$ cat src/rtl/core/bos_pkg.sv
// Package for the odometer and speed filter: types, codes and constants.
package bos_pkg;

  localparam int HistSlots = 10;
  localparam int WindowTicks = 100;
  localparam int SlotW = 4;
  localparam int NumCfg = 8;

  localparam logic [1:0] OpPulse = 2'd0;
  localparam logic [1:0] OpEval = 2'd1;
  localparam logic [1:0] OpPreset = 2'd2;

  localparam logic [2:0] CfgDist = 3'd0;
  localparam logic [2:0] CfgDebounce = 3'd1;
  localparam logic [2:0] CfgMaxPulses = 3'd2;
  localparam logic [2:0] CfgFloor = 3'd3;
  localparam logic [2:0] CfgWalk = 3'd4;
  localparam logic [2:0] CfgSavePeriod = 3'd5;
  localparam logic [2:0] CfgSlowEn = 3'd6;
  localparam logic [2:0] CfgPatience = 3'd7;

  typedef struct packed {
    logic [1:0]  operation;
    logic [15:0] now_tick;
    logic [31:0] mileage_value;
  } in_item_t;

  typedef struct packed {
    logic [15:0] speed;
    logic [31:0] valid_distance;
    logic        save_request;
    logic [31:0] save_value;
  } out_item_t;

  // divider handshake between sequencer and shared divide unit
  typedef struct packed {
    logic start;
    logic busy;
    logic done;
  } div_ctl_t;

endpackage

$ cat src/rtl/core/bos_div.sv
// Shared restoring divider, one quotient bit per cycle.
module bos_div import bos_pkg::*; (
  input  logic        clk_i,
  input  logic        rst_ni,
  input  logic        start_i,
  input  logic [40:0] dividend_i,
  input  logic [15:0] divisor_i,
  output div_ctl_t    ctl_o,
  output logic [40:0] quot_o
);
  logic [40:0] quot_q, quot_d;
  logic [16:0] rem_q, rem_d;
  logic [15:0] dvs_q, dvs_d;
  logic [5:0]  cnt_q, cnt_d;
  logic        busy_q, busy_d, done_q, done_d;
  logic [16:0] trial;
  logic [17:0] shifted;

  always_comb begin
    quot_d = quot_q;
    rem_d = rem_q;
    dvs_d = dvs_q;
    cnt_d = cnt_q;
    busy_d = busy_q;
    done_d = 1'b0;
    shifted = {rem_q, quot_q[40]};
    trial = 17'(shifted - {2'b0, dvs_q});
    if (start_i) begin
      quot_d = dividend_i;
      rem_d = '0;
      dvs_d = divisor_i;
      cnt_d = 6'd41;
      busy_d = 1'b1;
    end else if (busy_q) begin
      if (shifted >= {2'b0, dvs_q}) begin
        rem_d = trial;
        quot_d = {quot_q[39:0], 1'b1};
      end else begin
        rem_d = shifted[16:0];
        quot_d = {quot_q[39:0], 1'b0};
      end
      cnt_d = 6'(cnt_q - 6'd1);
      if (cnt_q == 6'd1) begin
        busy_d = 1'b0;
        done_d = 1'b1;
      end
    end
  end

  always_ff @(posedge clk_i or negedge rst_ni) begin
    if (!rst_ni) begin
      busy_q <= 1'b0;
      done_q <= 1'b0;
      cnt_q <= '0;
    end else begin
      busy_q <= busy_d;
      done_q <= done_d;
      cnt_q <= cnt_d;
    end
  end

  always_ff @(posedge clk_i) begin
    quot_q <= quot_d;
    rem_q <= rem_d;
    dvs_q <= dvs_d;
  end

  assign ctl_o = '{start: start_i, busy: busy_q, done: done_q};
  assign quot_o = quot_q;

  a_done_after_busy: assert property (@(posedge clk_i) disable iff (!rst_ni)
    done_q |-> !busy_q && $past(busy_q)) else $error("divider done without busy");
  a_cnt_idle: assert property (@(posedge clk_i) disable iff (!rst_ni)
    !busy_q && !start_i |=> !busy_q) else $error("divider started spontaneously");
  a_busy_count: assert property (@(posedge clk_i) disable iff (!rst_ni)
    busy_q |-> cnt_q != 6'd0) else $error("divider busy with zero count");
endmodule

$ cat src/rtl/core/bike_odometer_speed_filter.sv
// Top level: wheel-pulse odometer with windowed speed, moving average and save logic.
// Pulse, preset and unknown transactions load the result register at the accepting edge, so
// the result is valid from the next cycle. An evaluate that does not close the window passes
// through the finish state, which loads the result register. An evaluate that closes the
// window runs the 41-bit delta*360/elapsed division in the shared divider, updates the
// history in the history state, has the same divider compute the 20-bit history average,
// and loads the result in the finish state. No new item is taken until the result register
// is free and the sequencer is back in idle.
module bike_odometer_speed_filter import bos_pkg::*; (
  input  logic        clk_i,
  input  logic        rst_ni,
  input  logic        in_valid_i,
  output logic        in_ready_o,
  input  in_item_t    in_data_i,
  output logic        out_valid_o,
  input  logic        out_ready_i,
  output out_item_t   out_data_o,
  input  logic        cfg_we_i,
  input  logic [2:0]  cfg_idx_i,
  input  logic [15:0] cfg_data_i
);
  localparam logic [2:0] StIdle = 3'd0;
  localparam logic [2:0] StDiv1 = 3'd1;
  localparam logic [2:0] StHist = 3'd2;
  localparam logic [2:0] StDiv2 = 3'd3;
  localparam logic [2:0] StFin = 3'd4;

  logic [15:0] dpp_q, deb_q, maxp_q, floor_q, walk_q, per_q, pat_q;
  logic        slow_en_q;

  logic [2:0]  st_q, st_d;
  logic [31:0] raw_q, ride_q, prior_q, wsd_q;
  logic [15:0] savec_q, slowc_q, filt_q, lpt_q, wst_q, wpc_q;
  logic [15:0] hist_q [HistSlots];
  logic [19:0] hsum_q;
  logic [SlotW-1:0] hslot_q, hfill_q;
  logic [15:0] now_q, spd_q;
  logic        res_v_q;
  out_item_t   res_q;

  logic        div_start;
  logic [40:0] div_dvd, div_quot;
  logic [15:0] div_dvs;
  div_ctl_t    div_ctl;

  bos_div u_div (
    .clk_i, .rst_ni, .start_i(div_start), .dividend_i(div_dvd),
    .divisor_i(div_dvs), .ctl_o(div_ctl), .quot_o(div_quot)
  );

  logic        acc;
  logic [15:0] elapsed_in, gap;
  logic [31:0] delta;
  logic [40:0] prod;
  logic [15:0] filt_fin;
  logic        riding;
  logic [15:0] savec_inc;
  logic [SlotW-1:0] slot_nx;
  logic [15:0] spd_sat;
  logic [19:0] hsum_nx;
  logic [SlotW-1:0] hfill_nx;

  assign in_ready_o = (st_q == StIdle) && !res_v_q;
  assign acc = in_valid_i && in_ready_o;
  assign elapsed_in = 16'(in_data_i.now_tick - wst_q);
  assign gap = 16'(in_data_i.now_tick - lpt_q);
  assign delta = (raw_q >= wsd_q) ? 32'(raw_q - wsd_q) : 32'd0;
  assign prod = {delta, 9'd0} - {2'd0, delta, 7'd0} - {3'd0, delta, 6'd0}
              + {4'd0, delta, 5'd0} + {6'd0, delta, 3'd0};
  assign spd_sat = (div_quot > 41'hFFFF) ? 16'hFFFF : div_quot[15:0];
  assign slot_nx = (hslot_q == SlotW'(HistSlots - 1)) ? '0 : SlotW'(hslot_q + 1'b1);
  // history after this window's speed goes in; the average divides these
  assign hsum_nx = 20'(hsum_q - {4'd0, hist_q[hslot_q]} + {4'd0, spd_q});
  assign hfill_nx = (hfill_q < SlotW'(HistSlots)) ? SlotW'(hfill_q + 1'b1) : hfill_q;

  always_comb begin
    div_start = 1'b0;
    div_dvd = prod;
    div_dvs = elapsed_in;
    if (acc && in_data_i.operation == OpEval && elapsed_in >= 16'(WindowTicks)
        && elapsed_in != 16'd0) begin
      div_start = 1'b1;
    end else if (st_q == StHist) begin
      div_start = 1'b1;
      div_dvd = {21'd0, hsum_nx};
      div_dvs = {12'd0, hfill_nx};
    end
  end

  always_comb begin
    filt_fin = (filt_q < floor_q) ? 16'd0 : filt_q;
    riding = filt_fin >= walk_q;
    savec_inc = 16'(savec_q + 16'd1);
  end

  always_comb begin
    st_d = st_q;
    unique case (st_q)
      StIdle: if (acc) st_d = div_start ? StDiv1 :
                              (in_data_i.operation == OpEval) ? StFin : StIdle;
      StDiv1: if (div_ctl.done) st_d = StHist;
      StHist: st_d = StDiv2;
      StDiv2: if (div_ctl.done) st_d = StFin;
      StFin:  st_d = StIdle;
      default: st_d = StIdle;
    endcase
  end

  always_ff @(posedge clk_i or negedge rst_ni) begin
    if (!rst_ni) begin
      dpp_q <= 16'd210; deb_q <= 16'd5; maxp_q <= 16'd20; floor_q <= 16'd100;
      walk_q <= 16'd600; per_q <= 16'd100; slow_en_q <= 1'b0; pat_q <= 16'd1000;
      st_q <= StIdle; res_v_q <= 1'b0;
      raw_q <= '0; ride_q <= '0; prior_q <= '0; wsd_q <= '0;
      savec_q <= '0; slowc_q <= '0; filt_q <= '0; lpt_q <= '0; wst_q <= '0; wpc_q <= '0;
      hsum_q <= '0; hslot_q <= '0; hfill_q <= '0;
      for (int i = 0; i < HistSlots; i++) hist_q[i] <= '0;
    end else begin
      st_q <= st_d;
      if (cfg_we_i) begin
        unique case (cfg_idx_i)
          CfgDist:       dpp_q <= cfg_data_i;
          CfgDebounce:   deb_q <= cfg_data_i;
          CfgMaxPulses:  maxp_q <= cfg_data_i;
          CfgFloor:      floor_q <= cfg_data_i;
          CfgWalk:       walk_q <= cfg_data_i;
          CfgSavePeriod: per_q <= cfg_data_i;
          CfgSlowEn:     slow_en_q <= cfg_data_i[0];
          CfgPatience:   pat_q <= cfg_data_i;
          default: ;
        endcase
      end
      if (res_v_q && out_ready_i) res_v_q <= 1'b0;

      if (acc) begin
        now_q <= in_data_i.now_tick;
        unique case (in_data_i.operation)
          OpPulse: begin
            if (gap >= deb_q) begin
              lpt_q <= in_data_i.now_tick;
              if (raw_q < 32'(32'hFFFF_FFFF - {16'd0, dpp_q}))
                raw_q <= 32'(raw_q + {16'd0, dpp_q});
              if (wpc_q != 16'hFFFF) wpc_q <= 16'(wpc_q + 16'd1);
            end
            res_v_q <= 1'b1;
            res_q <= '{speed: filt_q, valid_distance: ride_q, save_request: 1'b0,
                       save_value: 32'd0};
          end
          OpPreset: begin
            raw_q <= in_data_i.mileage_value; ride_q <= in_data_i.mileage_value;
            prior_q <= in_data_i.mileage_value; wsd_q <= in_data_i.mileage_value;
            savec_q <= '0; slowc_q <= '0; wst_q <= '0; wpc_q <= '0;
            for (int i = 0; i < HistSlots; i++) hist_q[i] <= '0;
            hsum_q <= '0; hslot_q <= '0; hfill_q <= '0; filt_q <= '0;
            res_v_q <= 1'b1;
            res_q <= '{speed: 16'd0, valid_distance: in_data_i.mileage_value,
                       save_request: 1'b1, save_value: in_data_i.mileage_value};
          end
          OpEval: ;
          default: begin
            res_v_q <= 1'b1;
            res_q <= '{speed: filt_q, valid_distance: ride_q, save_request: 1'b0,
                       save_value: 32'd0};
          end
        endcase
      end

      if (st_q == StDiv1 && div_ctl.done) begin
        spd_q <= (wpc_q > maxp_q) ? 16'd0 : spd_sat;
        wsd_q <= raw_q;
        wst_q <= now_q;
        wpc_q <= '0;
      end
      if (st_q == StHist) begin
        hsum_q <= hsum_nx;
        hist_q[hslot_q] <= spd_q;
        hslot_q <= slot_nx;
        hfill_q <= hfill_nx;
      end
      if (st_q == StDiv2 && div_ctl.done) filt_q <= div_quot[15:0];

      if (st_q == StFin) begin
        filt_q <= filt_fin;
        if (riding) ride_q <= 32'(ride_q + raw_q - prior_q);
        prior_q <= raw_q;
        res_v_q <= 1'b1;
        res_q.speed <= filt_fin;
        res_q.valid_distance <= riding ? 32'(ride_q + raw_q - prior_q) : ride_q;
        res_q.save_request <= 1'b0;
        res_q.save_value <= 32'd0;
        savec_q <= savec_inc;
        if (riding) slowc_q <= '0;
        else if (slowc_q != 16'hFFFF) slowc_q <= 16'(slowc_q + 16'd1);
        if (savec_inc >= per_q) begin
          savec_q <= '0;
          if (filt_fin > 16'd50 || (slow_en_q &&
              (riding ? 16'd0 : (slowc_q != 16'hFFFF ? 16'(slowc_q + 16'd1) : slowc_q))
              >= pat_q)) begin
            res_q.save_request <= 1'b1;
            res_q.save_value <= riding ? 32'(ride_q + raw_q - prior_q) : ride_q;
            slowc_q <= '0;
          end
        end
      end
    end
  end

  assign out_valid_o = res_v_q;
  assign out_data_o = res_q;

  a_fill_range: assert property (@(posedge clk_i) disable iff (!rst_ni)
    hfill_q <= SlotW'(HistSlots) && hslot_q < SlotW'(HistSlots))
    else $error("history index out of range");
  a_hist_fill: assert property (@(posedge clk_i) disable iff (!rst_ni)
    st_q == StHist |=> hfill_q != '0) else $error("history empty at average");
  a_no_accept_busy: assert property (@(posedge clk_i) disable iff (!rst_ni)
    st_q != StIdle |-> !in_ready_o) else $error("ready while sequencer busy");
  a_fin_result: assert property (@(posedge clk_i) disable iff (!rst_ni)
    st_q == StFin |=> res_v_q) else $error("evaluate finished without result");
endmodule
$ cat config.mk
export PLATFORM = sky130hd
export DESIGN_NAME = bike_odometer_speed_filter
export DESIGN_NICKNAME = d
export VERILOG_FILES = /design/src/rtl/core/bos_pkg.sv /design/src/rtl/core/bos_div.sv /design/src/rtl/core/bike_odometer_speed_filter.sv
export SDC_FILE = /design/constraint.sdc
export NUM_CORES = 2
export LEC_CHECK = 0
export ABC_AREA = 1
export BUFFER_PORTS_ARGS = -buffer_cell sky130_fd_sc_hd__buf_2
export CORE_ASPECT_RATIO = 1.75
export CORE_MARGIN = 8
export CORE_UTILIZATION = 50
export DETAILED_ROUTE_END_ITERATION = 10
export PLACE_DENSITY = 0.74
export RECOVER_POWER = 100
export SYNTH_ARGS = -nofsm -noshare
export SYNTH_HDL_FRONTEND = slang
export SYNTH_SLANG_ARGS = --single-unit
$ cat constraint.sdc
create_clock -name clk_i -period 7.1 [get_ports clk_i]
set_clock_uncertainty 0.1 [all_clocks]
set_input_delay 1.065 -clock clk_i [delete_from_list [all_inputs] [get_ports clk_i]]
set_output_delay 1.065 -clock clk_i [all_outputs]
set_load 0.02 [all_outputs]
# Word level (Yosys, flattened, before mapping)
# Index checks and enable logic that the tools add are counted.
[totals]
output_inout_bits = 83
reg_bits = 724
word_cells = 239
in_bits = 74
[op_classes]
reduce_logical = 46
magnitude_cmp = 15
eq_ne = 25
n_bitwise = 1
muxes = 87
addsub = 20
[ops]
columns = ["cell", "n"]
rows = [
  ["2-to-1 mux 160 bit", 3],
  ["2-to-1 mux 16 bit", 27],
  ["2-to-1 mux 32 bit", 12],
  ["2-to-1 mux 41 bit", 4],
  ["2-to-1 mux 81 bit", 2],
  ["one-hot mux 81 bit (2 select lines)", 1],
  ["bitwise mux 160 bit", 1],
  ["2-to-1 mux 33 bit", 2],
  ["binary-select mux 16 bit (select 4 bit)", 1],
  ["demux 16 bit (select 4 bit)", 1],
  [">= comparator 16 bit", 4],
  ["one-hot mux 32 bit (2 select lines)", 1],
  ["subtractor 32 bit", 2],
  ["2-to-1 mux 20 bit", 3],
  ["adder 16 x 1 -> 16 bit, second input constant", 3],
  ["adder 41 x 35 -> 41 bit", 1],
  ["adder 41 x 37 -> 41 bit", 1],
  ["greater-than comparator 41 x 16 -> 1 bit, second input constant", 1],
  ["subtractor 41 x 38 -> 41 bit", 1],
  ["subtractor 41 x 39 -> 41 bit", 1],
  ["adder 32 x 16 -> 32 bit", 1],
  ["adder 32 bit", 1],
  [">= comparator 32 bit", 1],
  ["less-than comparator 32 bit", 1],
  ["45 further kinds", 118],
]

# Logic depth before layout (Yosys ltp)
[depth]
depth_word = 10
mapped_depth = 37
ltp_nobuf = 37

# By module
# Synthesis repeated with hierarchy kept, for this count alone.
[hier_totals]
cells_unflattened = 6073
hier_area_um2 = 48308.8
[by_module_without_submodules]
columns = ["mod", "n_inst", "area_per_inst_um2", "cells_each"]
rows = [
  ["bike_odometer_speed_filter", 1, 43691.9, 5489],
  ["bos_div", 1, 4616.9, 584],
]

# Least setup slack after synthesis
# No wires, ideal clock.
[synth_timing]
kind = "flip-flop to flip-flop"
from = "register raw_q[0]"
to = "register u_div.quot_q[23], in the netlist u_div.quot_o[23], data pin"
stages_incl_launch_ff = 32
setup_slack_ps = 1064
synth_period_minus_slack_ps = 6036
arrival_time_ps = 5675
path_cell_list = "dfrtp_1 > inv_1 > ha_1 > inv_1 > fa_1 > nand3_1 > nand3_1 > nand2_1 > nand2_1 > nand2_1 > nand3_1 > nand2_1 > nand2_1 > buf_2 > inv_1 > clkbuf_1 > nor2_1 > fa_1 > inv_1 > fa_1 > inv_1 > fa_1 > inv_1 > ha_1 > a21oi_1 > inv_1 > a31oi_1 > a21boi_0 > o21ai_0 > a21oi_1 > xor2_1 > o22ai_1"
[synth_between]
elab_chain_cells = 9
[synth_rtl]
columns = ["element", "line_no", "text"]
rows = [
  ["start: declaration", "bike_odometer_speed_filter.sv:32", "logic [31:0] raw_q, ride_q, prior_q, wsd_q;"],
  ["start signal: assignment", "bike_odometer_speed_filter.sv:142", "raw_q <= 32'(raw_q + {16'd0, dpp_q});"],
  ["start signal: assignment", "bike_odometer_speed_filter.sv:150", "raw_q <= in_data_i.mileage_value; ride_q <= in_data_i.mileage_value;"],
  ["subtractor 32 bit or >= comparator 32 bit (tied branches)", "bike_odometer_speed_filter.sv:67", "assign delta = (raw_q >= wsd_q) ? 32'(raw_q - wsd_q) : 32'd0;"],
  ["2-to-1 mux 32 bit (*)", "bike_odometer_speed_filter.sv:67", ""],
  ["subtractor 41 x 39 -> 41 bit", "bike_odometer_speed_filter.sv:68", "assign prod = {delta, 9'd0} - {2'd0, delta, 7'd0} - {3'd0, delta, 6'd0}"],
  ["subtractor 41 x 38 -> 41 bit", "bike_odometer_speed_filter.sv:68", ""],
  ["adder 41 x 37 -> 41 bit", "bike_odometer_speed_filter.sv:69", "+ {4'd0, delta, 5'd0} + {6'd0, delta, 3'd0};"],
  ["adder 41 x 35 -> 41 bit (*)", "bike_odometer_speed_filter.sv:69", ""],
  ["2-to-1 mux 41 bit", "bike_odometer_speed_filter.sv:83", "end else if (st_q == StHist) begin"],
  ["2-to-1 mux 41 bit (*)", "bike_odometer_speed_filter.sv:80", "if (acc && in_data_i.operation == OpEval && elapsed_in >= 16'(WindowTicks)"],
  ["2-to-1 mux 41 bit (*)", "bos_div.sv:28", "if (start_i) begin"],
  ["net u_div.quot_d[23]", "bos_div.sv:11", "logic [40:0] quot_q, quot_d;"],
  ["end signal: assignment", "bos_div.sv:63", "quot_q <= quot_d;"],
  ["end: declaration", "bos_div.sv:11", ""],
]
# Mark *: on every way through the listed nets, which the timed path passes. The rest lies on a longest branch.
# A chain may end at the register's enable or synchronous reset.

# Final worst setup path
[layout_timing]
from = "register st_q[2]"
to = "register wpc_q[5]"
[layout_between]
elab_chain_cells = 5
[layout_rtl]
columns = ["element", "line_no", "text"]
rows = [
  ["start: declaration", "bike_odometer_speed_filter.sv:31", "logic [2:0] st_q, st_d;"],
  ["start signal: assignment", "bike_odometer_speed_filter.sv:119", "st_q <= st_d;"],
  ["branches (longest 5 deep; another with AND reduction 4 bit)", "--", ""],
  ["end signal: assignment", "bike_odometer_speed_filter.sv:143", "if (wpc_q != 16'hFFFF) wpc_q <= 16'(wpc_q + 16'd1);"],
  ["end: declaration", "bike_odometer_speed_filter.sv:33", "logic [15:0] savec_q, slowc_q, filt_q, lpt_q, wst_q, wpc_q;"],
]
# Several ways; the timed one is not identified.

==> out/metrics.cfg <==
[run_status]
status = finished, violations left
violations = capacitance limit, slew limit

[logic_synthesis]
synthXorXnorAreaFrac_pct = 2.73
ys_top_cells_by_area = dfrtp_1 27%, edfxtp_1 11%, nand2_1 8.5%
yosys.cell_types.count = 64
synth-async-reset-ratio_pct = 74.2
synth_top_area_share_pct = 27.0
synth-edff-count = 170
yosysSeqAreaShare_pct = 39.8
synth_compound_area_share_pct = 16.8
synthCells = 5867
yosys.area_share.simple_pct = 17.5
synth_top_area_cell = dfrtp_1
synth_top_family_by_area = simple AND/OR/NAND/NOR gates
yosys_warnings = 0
synth_common_cells = 1,070 x nand2_1, 933 x inv_1, 660 x o21ai_0
synth_fa_ha_area_share_pct = 13.8
synth_area_sq_um = 47500
synthMuxAreaShare_pct = 0.0448
synth-main-ff-cell = dfrtp_1
ys_seq_elements = 724
syn_area_per_cell_sq_um = 8.10
synth.most_common_cell = nand2_1
syn_nets = 6381

[layout]
instances_no_fill = 7202
fillers = 8750
final_net_count = 6447
layout-drive-gt1-share_pct = 5.06
syn_to_final_growth_pct = 8.59

[drt]
drc = 0
vias = 41032
routed_wl_microns = 144000
viasPerCell = 5.70
drtIter0Drc = 2771
wl_per_cell_microns = 20.0
drt-pass1-iter-count = 5
postRouteAntennaNets = 0

[power]
p_leak_nw = 24.8
powerDensity_nw_per_um2 = 561
peakVddDrop_uv = 463
switching_share_pct = 51.4
p_sw_w = 0.0149
p_seq_share_pct = 21.1
power_frac_comb_pct = 65.5
p_clk_share_pct = 13.4
intPower_w = 0.0140

[global_routing]
gr-total-overflow = 0
grt_pass1_vias = 42147
grt_max_degree = 153
antenna_found_initial = 6
grt_pass1_wl_microns = 227000
grt_usage_pct = 27.0

[cts]
clk_pin_slew_worst_paths_ns = 0.07
cts_tree = built
cts.sinks = 724
cts_buffers = 71
cts_root_buffer = clkbuf_16
cts_hold_buf = 0
clockBufferDepth = 3
cts_max_level = 3
clock_latency_ns = 0.67

[floorplan]
fp.dieH_microns = 424
initial_core_util_pct = 50.4
die_area_sq_um = 105000
die_w_microns = 249
core_area_sq_um = 94100
io_pins = 157
row_count = 149

[critical_path]
reg2reg_from = st_q[2]
required_ns = 7.59
cp.arrival_ns = 7.29
cp-end-kind = flop
cp-start-kind = flop
worstSetupStartpoint = st_q[2]
path_max_fanout = 69
path_class = reg2reg

[flow_run]
cap_viol_max_count = 13

[placed_design]
dp.cells = 7068
gp_congestion = 0.975
portBuffers = 156
hpwl_microns = 109000

[timing]
timing.final.crit_share_pct = 95.8
hold_slack_ns = 0.275
finalHoldViolCount = 0
max_freq_ghz = 0.147
period_needed_ns = 6.80
relSlewSlack_pct = -193
drv_slew = 799
setup_violations = 0
tightest_slew_ns = 4.39

[worst_hold_path]
hold_class = in2async

==> kinds of logic after synthesis <==
group | count (synthesis)
xor+xnor | 148
simple gates | 1975
flops | 724
fa+ha+maj | 440
mux | 2
buf+inv | 1165
compound gates | 1413
==> state kept, by name (all words and copies together), names as in the netlist, 17 cells and up <==
register	count
u_div.rem_q	17
ride_q	32
hsum_q	20
wsd_q	32
out_data_o	81
prior_q	32
u_div.quot_o	41
raw_q	32
hist_q	160
==> power by group through the flow <==
stage	sequential (W)	clock, W	combinational, W
floorplan	0.00602	0	0.0136
global placement	0.00612	0	0.0184
detailed placement	0.00616	0	0.0186
CTS	0.00609	0.00394	0.0188
global route	0.00622	0.00408	0.0212
finish	0.00611	0.00388	0.0189
==> final timing paths <==
path / slack (ns) / cells after the start / to
max: 0.30 / 15 / wpc_q[5]
min: 0.27 / 1 / hist_q[68]
max reg2reg: 0.30 / 15 / wpc_q[5]
min reg2reg: 0.35 / 2 / wst_q[5]
max in group asynchronous: 1.37 / 3 / wsd_q[0]
min in group clk_i: 0.35 / 2 / wst_q[5]
==> placed cells by master (no fill, tap or decap), drive strengths merged, types with 170 or more instances in the layout <==
cell       n
nand2   1077
inv      946
o21ai    674
dfrtp    513
nand3    384
a21oi    373
nor2     347
ha       301
clkbuf   221
edfxtp   170
==> worst max-delay path: stages (launching register included) <==
cell	delay, ns
dfrtp_1	0.40
inv_1	0.07
nand2_1	0.21
nor2_1	0.10
nand2_2	0.06
clkbuf_1	2.40
nor2_1	0.43
nand2_4	0.20
inv_1	0.29
buf_4	0.34
nor2_1	0.11
clkbuf_1	0.72
nand2_1	0.58
inv_2	0.40
nor3_1	0.08
nor3_1	0.13
==> layer usage <==
metal | track usage (%) | part of all wire (%)
met5 | 0 | 0
met4 | 20.7 | 8.4
met3 | 3.37 | 4.5
met2 | 49.2 | 51
met1 | 28.0 | 36
==> stage by stage <==
stage / cell area [sq um] / utilization (%) / setup TNS (ns) / worst slack, ns / total power, W
2_1_floorplan: 47500 / - / 0 / 1.06 / 0.0196
3_3_place_gp: 49500 / 52.5 / 0 / 0.439 / 0.0246
3_5_place_dp: 49500 / 52.5 / 0 / 0.394 / 0.0248
4_1_cts: 51800 / 55.0 / 0 / 0.362 / 0.0288
5_1_grt: 51600 / 54.8 / -0.000634 / -0.000634 / 0.0315
6_report: 51600 / 54.8 / 0 / 0.297 / 0.0289
==> cell type report <==
cell class                      instances  area [sq um]  share of cell area (%)
Clock buffer                           96          2030                    3.94
Sequential cell                       724         18900                    36.7
Tap cell                             1208          1510                    2.93
Antenna cell                            4          10.0                  0.0194
Multi-Input combinational cell       3978         24200                    47.0
Inverter                              944          3550                    6.88
Clock inverter                         34           312                   0.604
Timing Repair Buffer                  214          1030                    1.99
==> what timing repair did <==
action / CTS / global route
setup endpoints to repair: 0 / 8
buffers inserted: 0 / 0
resized for setup: 0 / 21
(Power assumes the default switching activity.)
